### src/design/ate_pkg.sv
`timescale 1ns / 1ps

package ate_pkg;

  // screen geometry and parameter store
  localparam int ROWS       = 25;
  localparam int COLS       = 80;
  localparam int MAX_PARAMS = 8;

  localparam int ROW_W   = 5;
  localparam int COL_W   = 7;
  localparam int PARAM_W = 14;
  localparam int CNT_W   = 4;
  localparam int IDX_W   = 3;

  localparam logic [ROW_W-1:0]   LAST_ROW  = ROW_W'(ROWS - 1);
  localparam logic [ROW_W-1:0]   ROWS_V    = ROW_W'(ROWS);
  localparam logic [COL_W-1:0]   LAST_COL  = COL_W'(COLS - 1);
  localparam logic [COL_W-1:0]   COLS_V    = COL_W'(COLS);
  localparam logic [CNT_W-1:0]   PARAMS_V  = CNT_W'(MAX_PARAMS);
  localparam logic [PARAM_W-1:0] ACC_MAX   = PARAM_W'(9999);

  // result kinds
  localparam logic [2:0] KIND_CHAR   = 3'd0;
  localparam logic [2:0] KIND_FILL   = 3'd1;
  localparam logic [2:0] KIND_SCROLL = 3'd2;
  localparam logic [2:0] KIND_ATTR   = 3'd3;
  localparam logic [2:0] KIND_REPORT = 3'd4;
  localparam logic [2:0] KIND_BELL   = 3'd5;

  // control and sequence bytes
  localparam logic [7:0] CH_BEL    = 8'd7;
  localparam logic [7:0] CH_BS     = 8'd8;
  localparam logic [7:0] CH_TAB    = 8'd9;
  localparam logic [7:0] CH_LF     = 8'd10;
  localparam logic [7:0] CH_FF     = 8'd12;
  localparam logic [7:0] CH_CR     = 8'd13;
  localparam logic [7:0] CH_ESC    = 8'd27;
  localparam logic [7:0] CH_SPACE  = 8'd32;
  localparam logic [7:0] CH_ZERO   = 8'h30;
  localparam logic [7:0] CH_NINE   = 8'h39;
  localparam logic [7:0] CH_SEMI   = 8'h3b;
  localparam logic [7:0] CH_LBRACK = 8'h5b;
  localparam logic [7:0] FIN_UP    = 8'h41;
  localparam logic [7:0] FIN_DOWN  = 8'h42;
  localparam logic [7:0] FIN_RIGHT = 8'h43;
  localparam logic [7:0] FIN_LEFT  = 8'h44;
  localparam logic [7:0] FIN_POS   = 8'h48;
  localparam logic [7:0] FIN_POS_F = 8'h66;
  localparam logic [7:0] FIN_ED    = 8'h4a;
  localparam logic [7:0] FIN_EL    = 8'h4b;
  localparam logic [7:0] FIN_DSR   = 8'h6e;
  localparam logic [7:0] FIN_SAVE  = 8'h73;
  localparam logic [7:0] FIN_REST  = 8'h75;
  localparam logic [7:0] FIN_SGR   = 8'h6d;

  // parameter values with a meaning
  localparam logic [PARAM_W-1:0] P_ZERO     = PARAM_W'(0);
  localparam logic [PARAM_W-1:0] P_ONE      = PARAM_W'(1);
  localparam logic [PARAM_W-1:0] P_TWO      = PARAM_W'(2);
  localparam logic [PARAM_W-1:0] P_UNDER    = PARAM_W'(4);
  localparam logic [PARAM_W-1:0] P_BLINK    = PARAM_W'(5);
  localparam logic [PARAM_W-1:0] P_REPORT   = PARAM_W'(6);
  localparam logic [PARAM_W-1:0] P_INVERSE  = PARAM_W'(7);
  localparam logic [PARAM_W-1:0] P_HIDDEN   = PARAM_W'(8);
  localparam logic [PARAM_W-1:0] P_FG_FIRST = PARAM_W'(30);
  localparam logic [PARAM_W-1:0] P_FG_LAST  = PARAM_W'(37);
  localparam logic [PARAM_W-1:0] P_BG_FIRST = PARAM_W'(40);
  localparam logic [PARAM_W-1:0] P_BG_LAST  = PARAM_W'(47);

  // colours
  localparam logic [2:0] COL_BLACK  = 3'd0;
  localparam logic [2:0] COL_RED    = 3'd1;
  localparam logic [2:0] COL_YELLOW = 3'd3;
  localparam logic [2:0] COL_WHITE  = 3'd7;

  typedef struct packed {
    logic [2:0] fg;
    logic [2:0] bg;
    logic       ul;
    logic       inv;
  } attr_t;

  typedef struct packed {
    logic [2:0]       kind;
    logic [7:0]       char_code;
    logic [ROW_W-1:0] row_a;
    logic [COL_W-1:0] col_a;
    logic [ROW_W-1:0] row_b;
    logic [COL_W-1:0] col_b;
    logic [ROW_W-1:0] line_count;
    logic [2:0]       fg_color;
    logic [2:0]       bg_color;
    logic             underline;
  } result_t;

endpackage

### src/design/ate_attr_unit.sv
`timescale 1ns / 1ps

module ate_attr_unit (
  input  ate_pkg::attr_t                   attr_in,
  input  logic [ate_pkg::PARAM_W-1:0]      param,
  output ate_pkg::attr_t                   attr_out
);

  logic [ate_pkg::PARAM_W-1:0] fg_off;
  logic [ate_pkg::PARAM_W-1:0] bg_off;

  assign fg_off = param - ate_pkg::P_FG_FIRST;
  assign bg_off = param - ate_pkg::P_BG_FIRST;

  // one graphic rendition parameter applied to the attribute set
  always_comb begin
    attr_out = attr_in;
    if (param == ate_pkg::P_ZERO) begin
      attr_out.fg  = ate_pkg::COL_WHITE;
      attr_out.bg  = ate_pkg::COL_BLACK;
      attr_out.ul  = 1'b0;
      attr_out.inv = 1'b0;
    end else if (param == ate_pkg::P_ONE) begin
      attr_out.fg = ate_pkg::COL_YELLOW;
    end else if (param == ate_pkg::P_UNDER) begin
      attr_out.ul = 1'b1;
    end else if (param == ate_pkg::P_BLINK) begin
      attr_out.fg = ate_pkg::COL_RED;
    end else if (param == ate_pkg::P_INVERSE) begin
      attr_out.inv = 1'b1;
    end else if (param == ate_pkg::P_HIDDEN) begin
      attr_out.fg = ate_pkg::COL_BLACK;
      attr_out.bg = ate_pkg::COL_BLACK;
    end else if (param >= ate_pkg::P_FG_FIRST && param <= ate_pkg::P_FG_LAST) begin
      attr_out.fg = fg_off[2:0];
    end else if (param >= ate_pkg::P_BG_FIRST && param <= ate_pkg::P_BG_LAST) begin
      attr_out.bg = bg_off[2:0];
    end
  end

endmodule

### src/design/ansi_terminal_escape_parser.sv
`timescale 1ns / 1ps

// Terminal escape-sequence parser: one received byte in, up to two screen
// commands out.
// Input channel s_axis: tdata carries the byte, tuser the raw flag (control
// bytes are then written as glyphs). Output channel m_axis: tuser carries the
// command kind, tlast marks the final command of a byte, tdata the fields.
// Configuration channel cfg: one bit, line wrap on or off, taken at any time.
// Timing: a byte is taken in the idle state and decoded in the next cycle. A
// graphic rendition final byte then walks the stored parameters through the
// attribute unit, one per cycle. Each command is then held on m_axis until
// taken, one per cycle.
// s_axis_tready is high only while the block is idle; a stalled receiver
// holds the command and the block waits with it.
// Reset (rst, synchronous): cursor and saved cursor at home, white on black,
// no underline or inverse, parser idle, parameters cleared, line wrap on.
module ansi_terminal_escape_parser (
  input  logic        clk,
  input  logic        rst,
  input  logic        s_axis_tvalid,
  output logic        s_axis_tready,
  input  logic [7:0]  s_axis_tdata,   // byte_in
  input  logic        s_axis_tuser,   // raw_mode
  output logic        m_axis_tvalid,
  input  logic        m_axis_tready,
  // char_code, row_a, col_a, row_b, col_b, line_count, fg_color, bg_color,
  // underline, zero pad
  output logic [47:0] m_axis_tdata,
  output logic [2:0]  m_axis_tuser,   // kind
  output logic        m_axis_tlast,   // last
  input  logic        cfg_valid,
  output logic        cfg_ready,
  input  logic        cfg_data        // line_wrap
);

  localparam logic [1:0] ST_IDLE = 2'd0;
  localparam logic [1:0] ST_EXEC = 2'd1;
  localparam logic [1:0] ST_ATTR = 2'd2;
  localparam logic [1:0] ST_SEND = 2'd3;

  localparam int RW = ate_pkg::ROW_W;
  localparam int CW = ate_pkg::COL_W;
  localparam int PW = ate_pkg::PARAM_W;

  logic [1:0] state;
  logic       line_wrap;
  logic [7:0] in_byte;
  logic       in_raw;

  logic [RW-1:0] cursor_row, saved_row;
  logic [CW-1:0] cursor_col, saved_col;
  logic          escape_seen, in_sequence;
  logic [PW-1:0] digit_accum;
  logic [ate_pkg::CNT_W-1:0] param_count;
  logic [PW-1:0] params [ate_pkg::MAX_PARAMS];
  ate_pkg::attr_t attr;

  ate_pkg::result_t res [2];
  logic [1:0] nres;
  logic       out_idx;
  logic [ate_pkg::CNT_W-1:0] walk_idx, walk_cnt;

  // decode results
  logic [RW-1:0] row_next, srow_next, pc_row;
  logic [CW-1:0] col_next, scol_next, pc_col, tab_col;
  logic          esc_next, seq_next, do_put, walk_go;
  logic [PW-1:0] acc_next, p0, p1, amt;
  logic [ate_pkg::CNT_W-1:0] cnt_next;
  logic [PW-1:0] params_next [ate_pkg::MAX_PARAMS];
  ate_pkg::result_t res_next [2];
  logic [1:0]    nres_next;
  logic [16:0]   acc_calc;
  logic [PW:0]   row_sum, col_sum;
  logic [PW-1:0] p0_dec, p1_dec;

  // attribute walk
  ate_pkg::attr_t attr_nx;
  ate_pkg::result_t attr_res;

  function automatic ate_pkg::result_t mk_res(
    input logic [2:0]    kind,
    input logic [7:0]    ch,
    input logic [RW-1:0] ra,
    input logic [CW-1:0] ca,
    input logic [RW-1:0] rb,
    input logic [CW-1:0] cb,
    input logic [RW-1:0] lc
  );
    ate_pkg::result_t r;
    r            = '0;
    r.kind       = kind;
    r.char_code  = ch;
    r.row_a      = ra;
    r.col_a      = ca;
    r.row_b      = rb;
    r.col_b      = cb;
    r.line_count = lc;
    return r;
  endfunction

  function automatic logic [CW-1:0] clamp_col(input logic [CW-1:0] c);
    return (c > ate_pkg::LAST_COL) ? ate_pkg::LAST_COL : c;
  endfunction

  assign s_axis_tready = (state == ST_IDLE);
  assign cfg_ready     = 1'b1;

  assign acc_calc = 17'(digit_accum) * 17'd10 + 17'(in_byte - ate_pkg::CH_ZERO);
  assign tab_col  = {cursor_col[CW-1:3], 3'b000} + CW'(8);

  // byte decode: next parser and cursor state, and up to two commands
  always_comb begin
    row_next    = cursor_row;
    col_next    = cursor_col;
    srow_next   = saved_row;
    scol_next   = saved_col;
    esc_next    = escape_seen;
    seq_next    = in_sequence;
    acc_next    = digit_accum;
    cnt_next    = param_count;
    params_next = params;
    res_next[0] = '0;
    res_next[1] = '0;
    nres_next   = 2'd0;
    walk_go     = 1'b0;
    do_put      = 1'b0;
    pc_row      = cursor_row;
    pc_col      = cursor_col;
    p0          = '0;
    p1          = '0;
    amt         = '0;
    row_sum     = '0;
    col_sum     = '0;
    p0_dec      = '0;
    p1_dec      = '0;

    if (in_byte < ate_pkg::CH_SPACE) begin
      if (in_raw) begin
        do_put = 1'b1;
      end else begin
        unique case (in_byte)
          ate_pkg::CH_BEL: begin
            res_next[nres_next[0]] = mk_res(ate_pkg::KIND_BELL, '0, '0, '0, '0, '0, '0);
            nres_next = nres_next + 2'd1;
          end
          ate_pkg::CH_BS: begin
            if (cursor_col != '0) col_next = cursor_col - CW'(1);
          end
          ate_pkg::CH_TAB: begin
            col_next = clamp_col(tab_col);
          end
          ate_pkg::CH_LF: begin
            if (cursor_row < ate_pkg::LAST_ROW) begin
              row_next = cursor_row + RW'(1);
            end else begin
              res_next[nres_next[0]] = mk_res(ate_pkg::KIND_SCROLL, '0, '0, '0, '0, '0,
                                              RW'(1));
              nres_next = nres_next + 2'd1;
            end
          end
          ate_pkg::CH_FF: begin
            res_next[0] = mk_res(ate_pkg::KIND_SCROLL, '0, '0, '0, '0, '0,
                                 ate_pkg::ROWS_V);
            res_next[1] = mk_res(ate_pkg::KIND_FILL, '0, '0, '0, ate_pkg::LAST_ROW,
                                 ate_pkg::LAST_COL, '0);
            nres_next = 2'd2;
            row_next  = '0;
            col_next  = '0;
          end
          ate_pkg::CH_CR: begin
            col_next = '0;
          end
          ate_pkg::CH_ESC: begin
            esc_next = 1'b1;
          end
          default: begin
          end
        endcase
      end
    end else if (escape_seen) begin
      // introducer: open a control sequence with cleared parameters
      if (in_byte == ate_pkg::CH_LBRACK) begin
        seq_next = 1'b1;
        cnt_next = '0;
        acc_next = '0;
        for (int i = 0; i < ate_pkg::MAX_PARAMS; i++) params_next[i] = '0;
      end
      esc_next = 1'b0;
    end else if (in_sequence) begin
      if (in_byte >= ate_pkg::CH_ZERO && in_byte <= ate_pkg::CH_NINE) begin
        acc_next = (acc_calc > 17'(ate_pkg::ACC_MAX)) ? ate_pkg::ACC_MAX : acc_calc[PW-1:0];
      end else begin
        // store the pending parameter, dropped when the store is full
        if (param_count < ate_pkg::PARAMS_V) begin
          params_next[param_count[ate_pkg::IDX_W-1:0]] = digit_accum;
          cnt_next = param_count + ate_pkg::CNT_W'(1);
        end
        acc_next = '0;
        if (in_byte != ate_pkg::CH_SEMI) begin
          seq_next = 1'b0;
          p0       = params_next[0];
          p1       = params_next[1];
          amt      = (p0 == '0) ? ate_pkg::P_ONE : p0;
          p0_dec   = p0 - PW'(1);
          p1_dec   = p1 - PW'(1);
          row_sum  = (PW+1)'(cursor_row) + (PW+1)'(amt);
          col_sum  = (PW+1)'(cursor_col) + (PW+1)'(amt);
          unique case (in_byte)
            ate_pkg::FIN_POS, ate_pkg::FIN_POS_F: begin
              if (p0 == '0) row_next = '0;
              else if (p0 > PW'(ate_pkg::ROWS_V)) row_next = ate_pkg::LAST_ROW;
              else row_next = p0_dec[RW-1:0];
              if (p1 == '0) col_next = '0;
              else if (p1 > PW'(ate_pkg::COLS_V)) col_next = ate_pkg::LAST_COL;
              else col_next = p1_dec[CW-1:0];
            end
            ate_pkg::FIN_UP: begin
              if (PW'(cursor_row) > amt) row_next = cursor_row - amt[RW-1:0];
              else row_next = '0;
            end
            ate_pkg::FIN_DOWN: begin
              if (row_sum > (PW+1)'(ate_pkg::LAST_ROW)) row_next = ate_pkg::LAST_ROW;
              else row_next = row_sum[RW-1:0];
            end
            ate_pkg::FIN_RIGHT: begin
              if (col_sum > (PW+1)'(ate_pkg::LAST_COL)) col_next = ate_pkg::LAST_COL;
              else col_next = col_sum[CW-1:0];
            end
            ate_pkg::FIN_LEFT: begin
              if (PW'(cursor_col) > amt) col_next = cursor_col - amt[CW-1:0];
              else col_next = '0;
            end
            ate_pkg::FIN_ED: begin
              if (p0 == ate_pkg::P_ZERO) begin
                if (cursor_row < ate_pkg::LAST_ROW) begin
                  res_next[nres_next[0]] = mk_res(ate_pkg::KIND_FILL, '0,
                    cursor_row + RW'(1), '0, ate_pkg::LAST_ROW, ate_pkg::LAST_COL, '0);
                  nres_next = nres_next + 2'd1;
                end
                res_next[nres_next[0]] = mk_res(ate_pkg::KIND_FILL, '0, cursor_row,
                  cursor_col, cursor_row, ate_pkg::LAST_COL, '0);
                nres_next = nres_next + 2'd1;
              end else if (p0 == ate_pkg::P_ONE) begin
                if (cursor_row != '0) begin
                  res_next[nres_next[0]] = mk_res(ate_pkg::KIND_FILL, '0, '0, '0,
                    cursor_row - RW'(1), ate_pkg::LAST_COL, '0);
                  nres_next = nres_next + 2'd1;
                end
                res_next[nres_next[0]] = mk_res(ate_pkg::KIND_FILL, '0, cursor_row, '0,
                  cursor_row, clamp_col(cursor_col), '0);
                nres_next = nres_next + 2'd1;
              end else if (p0 == ate_pkg::P_TWO) begin
                res_next[0] = mk_res(ate_pkg::KIND_SCROLL, '0, '0, '0, '0, '0,
                                     ate_pkg::ROWS_V);
                res_next[1] = mk_res(ate_pkg::KIND_FILL, '0, '0, '0, ate_pkg::LAST_ROW,
                                     ate_pkg::LAST_COL, '0);
                nres_next = 2'd2;
                row_next  = '0;
                col_next  = '0;
              end
            end
            ate_pkg::FIN_EL: begin
              if (p0 == ate_pkg::P_ZERO) begin
                res_next[0] = mk_res(ate_pkg::KIND_FILL, '0, cursor_row, cursor_col,
                                     cursor_row, ate_pkg::LAST_COL, '0);
                nres_next = 2'd1;
              end else if (p0 == ate_pkg::P_ONE) begin
                res_next[0] = mk_res(ate_pkg::KIND_FILL, '0, cursor_row, '0,
                                     cursor_row, clamp_col(cursor_col), '0);
                nres_next = 2'd1;
              end else if (p0 == ate_pkg::P_TWO) begin
                res_next[0] = mk_res(ate_pkg::KIND_FILL, '0, cursor_row, '0,
                                     cursor_row, ate_pkg::LAST_COL, '0);
                nres_next = 2'd1;
              end
            end
            ate_pkg::FIN_DSR: begin
              if (p0 == ate_pkg::P_REPORT) begin
                res_next[0] = mk_res(ate_pkg::KIND_REPORT, '0, cursor_row + RW'(1),
                                     clamp_col(cursor_col) + CW'(1), '0, '0, '0);
                nres_next = 2'd1;
              end
            end
            ate_pkg::FIN_SAVE: begin
              srow_next = cursor_row;
              scol_next = cursor_col;
            end
            ate_pkg::FIN_REST: begin
              row_next = saved_row;
              col_next = saved_col;
            end
            ate_pkg::FIN_SGR: begin
              walk_go = 1'b1;
            end
            default: begin
            end
          endcase
        end
      end
    end else begin
      do_put = 1'b1;
    end

    // printable write with wrap or stick at the last column
    if (do_put) begin
      if (cursor_col >= ate_pkg::COLS_V) begin
        if (line_wrap) begin
          pc_col = '0;
          if (cursor_row < ate_pkg::LAST_ROW) begin
            pc_row = cursor_row + RW'(1);
          end else begin
            res_next[0] = mk_res(ate_pkg::KIND_SCROLL, '0, '0, '0, '0, '0, RW'(1));
            nres_next   = 2'd1;
          end
        end else begin
          pc_col = ate_pkg::LAST_COL;
        end
      end
      res_next[nres_next[0]] = mk_res(ate_pkg::KIND_CHAR, in_byte, pc_row, pc_col,
                                      '0, '0, '0);
      nres_next = nres_next + 2'd1;
      row_next  = pc_row;
      col_next  = pc_col + CW'(1);
      if (!line_wrap && col_next >= ate_pkg::COLS_V) col_next = ate_pkg::LAST_COL;
    end
  end

  // shared attribute unit, one stored parameter per cycle
  ate_attr_unit u_attr (
    .attr_in  (attr),
    .param    (params[walk_idx[ate_pkg::IDX_W-1:0]]),
    .attr_out (attr_nx)
  );

  always_comb begin
    attr_res           = '0;
    attr_res.kind      = ate_pkg::KIND_ATTR;
    attr_res.fg_color  = attr_nx.inv ? attr_nx.bg : attr_nx.fg;
    attr_res.bg_color  = attr_nx.inv ? attr_nx.fg : attr_nx.bg;
    attr_res.underline = attr_nx.ul;
  end

  // sequencer
  always_ff @(posedge clk) begin
    if (rst) begin
      state       <= ST_IDLE;
      line_wrap   <= 1'b1;
      cursor_row  <= '0;
      cursor_col  <= '0;
      saved_row   <= '0;
      saved_col   <= '0;
      escape_seen <= 1'b0;
      in_sequence <= 1'b0;
      digit_accum <= '0;
      param_count <= '0;
      for (int i = 0; i < ate_pkg::MAX_PARAMS; i++) params[i] <= '0;
      attr.fg     <= ate_pkg::COL_WHITE;
      attr.bg     <= ate_pkg::COL_BLACK;
      attr.ul     <= 1'b0;
      attr.inv    <= 1'b0;
      nres        <= 2'd0;
      out_idx     <= 1'b0;
      walk_idx    <= '0;
      walk_cnt    <= '0;
    end else begin
      if (cfg_valid) line_wrap <= cfg_data;
      unique case (state)
        ST_IDLE: begin
          if (s_axis_tvalid) begin
            in_byte <= s_axis_tdata;
            in_raw  <= s_axis_tuser;
            state   <= ST_EXEC;
          end
        end
        ST_EXEC: begin
          cursor_row  <= row_next;
          cursor_col  <= col_next;
          saved_row   <= srow_next;
          saved_col   <= scol_next;
          escape_seen <= esc_next;
          in_sequence <= seq_next;
          digit_accum <= acc_next;
          param_count <= cnt_next;
          params      <= params_next;
          res[0]      <= res_next[0];
          res[1]      <= res_next[1];
          nres        <= nres_next;
          out_idx     <= 1'b0;
          walk_idx    <= '0;
          walk_cnt    <= cnt_next;
          if (walk_go) state <= ST_ATTR;
          else if (nres_next != 2'd0) state <= ST_SEND;
          else state <= ST_IDLE;
        end
        ST_ATTR: begin
          attr     <= attr_nx;
          walk_idx <= walk_idx + ate_pkg::CNT_W'(1);
          if (walk_idx + ate_pkg::CNT_W'(1) >= walk_cnt) begin
            res[0] <= attr_res;
            nres   <= 2'd1;
            state  <= ST_SEND;
          end
        end
        ST_SEND: begin
          if (m_axis_tready) begin
            if (m_axis_tlast) state <= ST_IDLE;
            else out_idx <= 1'b1;
          end
        end
        default: state <= ST_IDLE;
      endcase
    end
  end

  // output channel
  assign m_axis_tvalid = (state == ST_SEND);
  assign m_axis_tlast  = ({1'b0, out_idx} == nres - 2'd1);
  assign m_axis_tuser  = res[out_idx].kind;
  assign m_axis_tdata  = {4'b0000,
                          res[out_idx].underline,
                          res[out_idx].bg_color,
                          res[out_idx].fg_color,
                          res[out_idx].line_count,
                          res[out_idx].col_b,
                          res[out_idx].row_b,
                          res[out_idx].col_a,
                          res[out_idx].row_a,
                          res[out_idx].char_code};

endmodule
### config.mk
export PLATFORM = sky130hd
export DESIGN_NAME = ansi_terminal_escape_parser
export DESIGN_NICKNAME = d
export VERILOG_FILES = /design/src/design/ate_pkg.sv /design/src/design/ate_attr_unit.sv /design/src/design/ansi_terminal_escape_parser.sv
export SDC_FILE = /design/constraint.sdc
export NUM_CORES = 1
export LEC_CHECK = 0
export BUFFER_PORTS_ARGS = -buffer_cell sky130_fd_sc_hd__buf_2
export CAP_MARGIN = 20
export CORE_ASPECT_RATIO = 0.6
export CORE_MARGIN = 2
export CORE_UTILIZATION = 48
export CTS_CLUSTER_SIZE = 12
export DETAILED_ROUTE_END_ITERATION = 10
export HOLD_SLACK_MARGIN = 0.05
export PLACE_DENSITY_LB_ADDON = 0.08
export SLEW_MARGIN = 0
export SYNTH_ARGS = -nofsm -noshare
export SYNTH_HDL_FRONTEND = slang
export SYNTH_SLANG_ARGS = --single-unit
### constraint.sdc
create_clock -name clk -period 10.8 [get_ports clk]
set_input_delay 1.08 -clock clk [delete_from_list [all_inputs] [get_ports clk]]
set_output_delay 1.08 -clock clk [all_outputs]
set_load 0.03 [all_outputs]
# Word-level counts from Yosys, hierarchy flattened
# Memory sizes are Yosys's and may differ from the RTL's. A register that Yosys moved wholly into a read port is not among the register bits.
# Cells that the tools add are included.
[totals] regBits=183 latchBits=0 mem_bits_rw=94 romBits=0 in_bits=15 out_inout_bits=55 wordCells=397 mem_count=1
[classes] add_sub_neg=22 n_mul=1 div_mod_pow=0 magnitude_cmp=30 n_eq_ne=51 shift=0 muxes=215 bitwise=10 n_reduce_logical=40
[memory_table] memory="res" depth=2 width=47 rd=1 rd_ports_with_merged_regs=1 wr=2 line_no="ansi_terminal_escape_parser.sv:58" text="ate_pkg::result_t res [2];"
[op_table] op="$mux 47" count=25
[op_table] op="$mux 112" count=9
[op_table] op="$mux 94" count=9
[op_table] op="$bwmux 94" count=3
[op_table] op="$pmux 47 s3" count=2
[op_table] op="$mux 45" count=6
[op_table] op="$mux 7" count=21
[op_table] op="$demux 47 s1" count=3
[op_table] op="$mux 14" count=9
[op_table] op="$bwmux 112" count=1
[op_table] op="$eq 8x7->1 const B" count=13
[op_table] op="$mux 5" count=19
[op_table] op="$mux 93" count=1
[op_table] op="$mux 2" count=38
[op_table] op="$eq 14x3->1 const B" count=4
[op_table] op="$mux 46" count=1
[op_table] op="$bmux 14 s3" count=1
[op_table] op="$demux 14 s3" count=1
[op_table] op="$logic_not 14->1" count=3
[op_table] op="$eq 8x4->1 const B" count=5
[op_table] op="$mux 1" count=38
[op_table] op="$pmux 7 s5" count=1
[op_table] op="$eq 14x1->1 const B" count=2
[op_table] op="$le 14x6->1 const B" count=2
[op_table] op="85 further kinds" count=152

# Logic depth before layout (Yosys ltp)
[depth] word_depth=41 depth_mapped=24 ltp_nobuf=18

# Cells and area by module
# A second synthesis with hierarchy kept.
[hier_totals] cells_unflattened=2063 area_unflattened_um2=17720.7
[modules_own_cells] mod="ansi_terminal_escape_parser" instances=1 cells_per_inst=2002 area_each_um2=17330.4 seq_area_each_um2=5715.5
[modules_own_cells] mod="ate_attr_unit" instances=1 cells_per_inst=61 area_each_um2=390.4 seq_area_each_um2=0.0

# Least setup slack after synthesis
# Ideal clock, no wire load.
[synth_path] kind="reg-to-reg" start="register walk_cnt[0] (netlist name)" end="register cursor_row[2]" t_arrival_ns=5.275 required_time_ns=10.726 setup_slack_ns=5.451 path_stages_with_launch=24 path_buffers=6 synth_period_minus_slack_ns=5.349 cell_sequence="dfxtp_1 -> buf_6 -> or4_4 -> buf_6 -> clkbuf_1 -> clkbuf_1 -> nand2_1 -> nand2_1 -> inv_1 -> ha_1 -> clkbuf_1 -> o2111ai_1 -> clkbuf_1 -> nand2_1 -> ha_1 -> fa_1 -> nor2b_1 -> o21ai_0 -> a2111oi_4 -> nor4b_2 -> o2111ai_1 -> or4b_1 -> a211o_1 -> a31oi_1"
[synth_rtl] element="to (signal assigned)" line_no="ansi_terminal_escape_parser.sv:376" text="cursor_row <= row_next;"
[synth_rtl] element="to (decl)" line_no="ansi_terminal_escape_parser.sv:50" text="logic [RW-1:0] cursor_row, saved_row;"

==> results.json <==
{
  "core_um2": 36550,
  "vias": 17406,
  "ys_ff_latch": 261,
  "postCtsResizedCells": 0,
  "hold_viol_final": 0,
  "synth_area_leaders": "dfxtp_1 (24%), edfxtp_1 (8.2%), ha_1 (6.8%), nor2_1 (5.4%), a22oi_1 (4.5%)",
  "num_rows": 54,
  "synth_async_sr_flop_share_pct": 0,
  "r2r-end": "cursor_row[2]",
  "clk_pin_slew_ns": 0.06,
  "diodes": 0,
  "area_delta_synth_final_pct": 9.221,
  "gr-total-overflow": 0,
  "cts.sink_count": 261,
  "slew_violations": 0,
  "cts_tree": "built",
  "stdcell_count": 2674,
  "netlist.area_leader.share_pct": 23.70,
  "avgViaCountPerCell": 6.509,
  "grtUsageMet1_pct": 51.65,
  "arrival_ns": 5.96,
  "critPathMaxStageDelay_ns": 0.56,
  "relSlewSlack_pct": 17.44,
  "critPathLaunchType": "flop",
  "clk_latency_ns": 0.59,
  "synthesis.area_um2": 17910,
  "grtUsageTotal_pct": 32.17,
  "place_congestion": 1.015,
  "period_share_pct": 50.71,
  "synth-edff-count": 49,
  "path_cells": "nor4_4 -> buf_4 -> mux2i_1 -> ha_1 -> o2111ai_1 -> nand2_1 -> ha_1 -> fa_1 -> nor2b_1 -> o21ai_0 -> a2111oi_4 -> nor4b_2 -> o2111ai_1 -> or4b_1 -> a211o_1 -> a31oi_1",
  "slowest_stage": "or4b_1",
  "leakagePower_nw": 7.718,
  "yosysMostFrequentCell": "nor2_1",
  "grt_pass1_vias": 15758,
  "antenna_found_initial": 1,
  "grt_pass1_wl_um": 97150,
  "dr.pass1.iters": 6,
  "layout.nets": 2268,
  "holdBufCountCts": 0,
  "crit_buf_inv": 1,
  "dieHeight_um": 153.6,
  "drt_iter0_markers": 2391,
  "syn-instance-count": 2171,
  "tightest_slew_ns": 1.228,
  "ys_top_cells_by_count": "nor2_1 (258), dfxtp_1 (212), clkbuf_1 (147)",
  "rsz0062_at_grt": "false",
  "totalWireLength_um": 63910,
  "reg2reg_from": "walk_cnt[0]",
  "status": "finished, final reports clean",
  "post-route-drc-count": 0,
  "place_hpwl_um": 46920,
  "setup_violations": 0,
  "post-route-min-period_ns": 5.477,
  "avgRoutedWirePerCell_um": 23.90,
  "grtUsageMet2_pct": 42.11,
  "ioPinCount": 70,
  "place_inst": 2621,
  "postCtsSetupBuffers": 0,
  "hold_start": "res[0][23]",
  "grt_start_max_net_pins": 96,
  "die-area_um2": 38930,
  "startpoint": "walk_cnt[0]",
  "cap_violations": 0,
  "regToRegSetupSlack_ns": 5.32,
  "min_path_type": "reg -> reg",
  "dieWidth_um": 253.4,
  "worstPathMaxFanout": 30,
  "crit_cells": 16,
  "grtUsageMet3_pct": 9.328,
  "finClkSkew_ns": 0.03507,
  "r2r_cells": 16,
  "cp_top_family": "simple AND/OR/NAND/NOR gates",
  "ys_types": 95,
  "yosysSeqAreaShare_pct": 31.91,
  "cp.required_ns": 11.28,
  "start_util_pct": 49.00,
  "layout-drive-gt1-share_pct": 11.75,
  "max_freq_ghz": 0.1826,
  "vdd_ir_drop_max_uv": 120.3,
  "io_buffers": 62,
  "drtAntennaViolNets": 0,
  "cts_buffers": 28,
  "clock-root-buffer": "clkbuf_16",
  "worst_setup_path_end_kind": "flop",
  "worst-setup-path-type": "reg -> reg",
  "htree_levels": 1,
  "critical_path.endpoint": "cursor_row[2]",
  "clock_path_buffers": 3,
  "setup-tns-final_ns": 0,
  "ys_warn_count": 0,
  "yosysTopAreaCell": "dfxtp_1",
  "power_density_nw_per_um2": 165.0,
  "ys.flop_type": "dfxtp_1",
  "syn_avg_cell_area_um2": 8.250,
  "grt.busiest_layer": "met1"
}
-- how the worst min path moves through the flow --
stage / end / slack, ns / cells past startpoint
after floorplan: res[0][13] / 0.43 / 1
after CTS: res[0][30] / 0.46 / 2
final: res[0][23] / 0.46 / 1
after detailed placement: res[0][30] / 0.45 / 2
after global placement: res[0][22] / 0.45 / 1
after global routing: res[0][22] / 0.48 / 1
-- state kept, by name, indices dropped and copies added (netlist names), 2 cells and up, named ones only --
| signal | cells |
|---|---|
| in_byte | 8 |
| digit_accum | 14 |
| cursor_row | 5 |
| walk_idx | 4 |
| res | 77 |
| nres | 2 |
| cursor_col | 7 |
| attr | 8 |
| walk_cnt | 4 |
| saved_col | 7 |
| saved_row | 5 |
| params | 112 |
-- power breakdown --
group	leakage, nW	switching [mW]	internal [mW]
combinational	5.12	0.702	0.368
clock	0.432	0.419	0.549
sequential	2.16	0.0962	1.09
total	7.72	1.22	2.01
-- kinds of logic after synthesis --
family / after synthesis / synth area share, %
AOI/OAI and AO/OA: 642 / 24.99
other: 2 / 0.04193
DFF: 261 / 31.91
buffers and inverters: 248 / 5.540
adders and majority gates: 103 / 7.447
muxes: 88 / 6.091
xor gates and xnor gates: 65 / 3.178
and+or+nand+nor: 762 / 20.80
-- cell usage in the layout, fill, tap and decap left out, types with 26 or more instances in the layout --
master,n
a21oi_1,127
a22oi_1,108
and2_1,28
and3_1,30
buf_2,62
buf_4,51
clkbuf_16,29
dfxtp_1,211
edfxtp_1,49
ha_1,97
inv_1,72
mux2_2,40
mux2i_1,33
nand2_1,139
nand2b_1,27
nand3_1,63
nor2_1,257
nor2b_1,26
nor3_1,73
o21ai_0,119
xnor2_1,41
-- through the flow --
step	hold WS (ns)	instance area, µm²	total power, mW	setup WS [ns]	util [%]
final	0.4626	19560	3.228	5.323	53.52
after global routing	0.4830	19560	3.378	4.888	53.52
after CTS	0.4628	19510	3.209	5.421	53.38
after detailed placement	0.4482	18620	2.242	5.458	50.95
after global placement	0.4462	18620	2.236	5.651	50.94
after floorplan	0.4285	17930	1.924	5.451	-
-- cell type report --
cell class	count	area, µm²
fill	3456	16990
multi-input combinational	1667	11300
sequential	261	5717
clock buffer	43	787.0
timing repair buffer	116	743.2
tap	504	630.6
inverter	76	285.3
clock inverter	7	101.3
-- routing by layer --
layer  routed length (µm)  share of wire, %
met5                    0                 0
met4                  724               1.1
met3                 7952                12
met2                24040                38
met1                31200                49
Note: power is estimated with default switching activity, not from simulation.
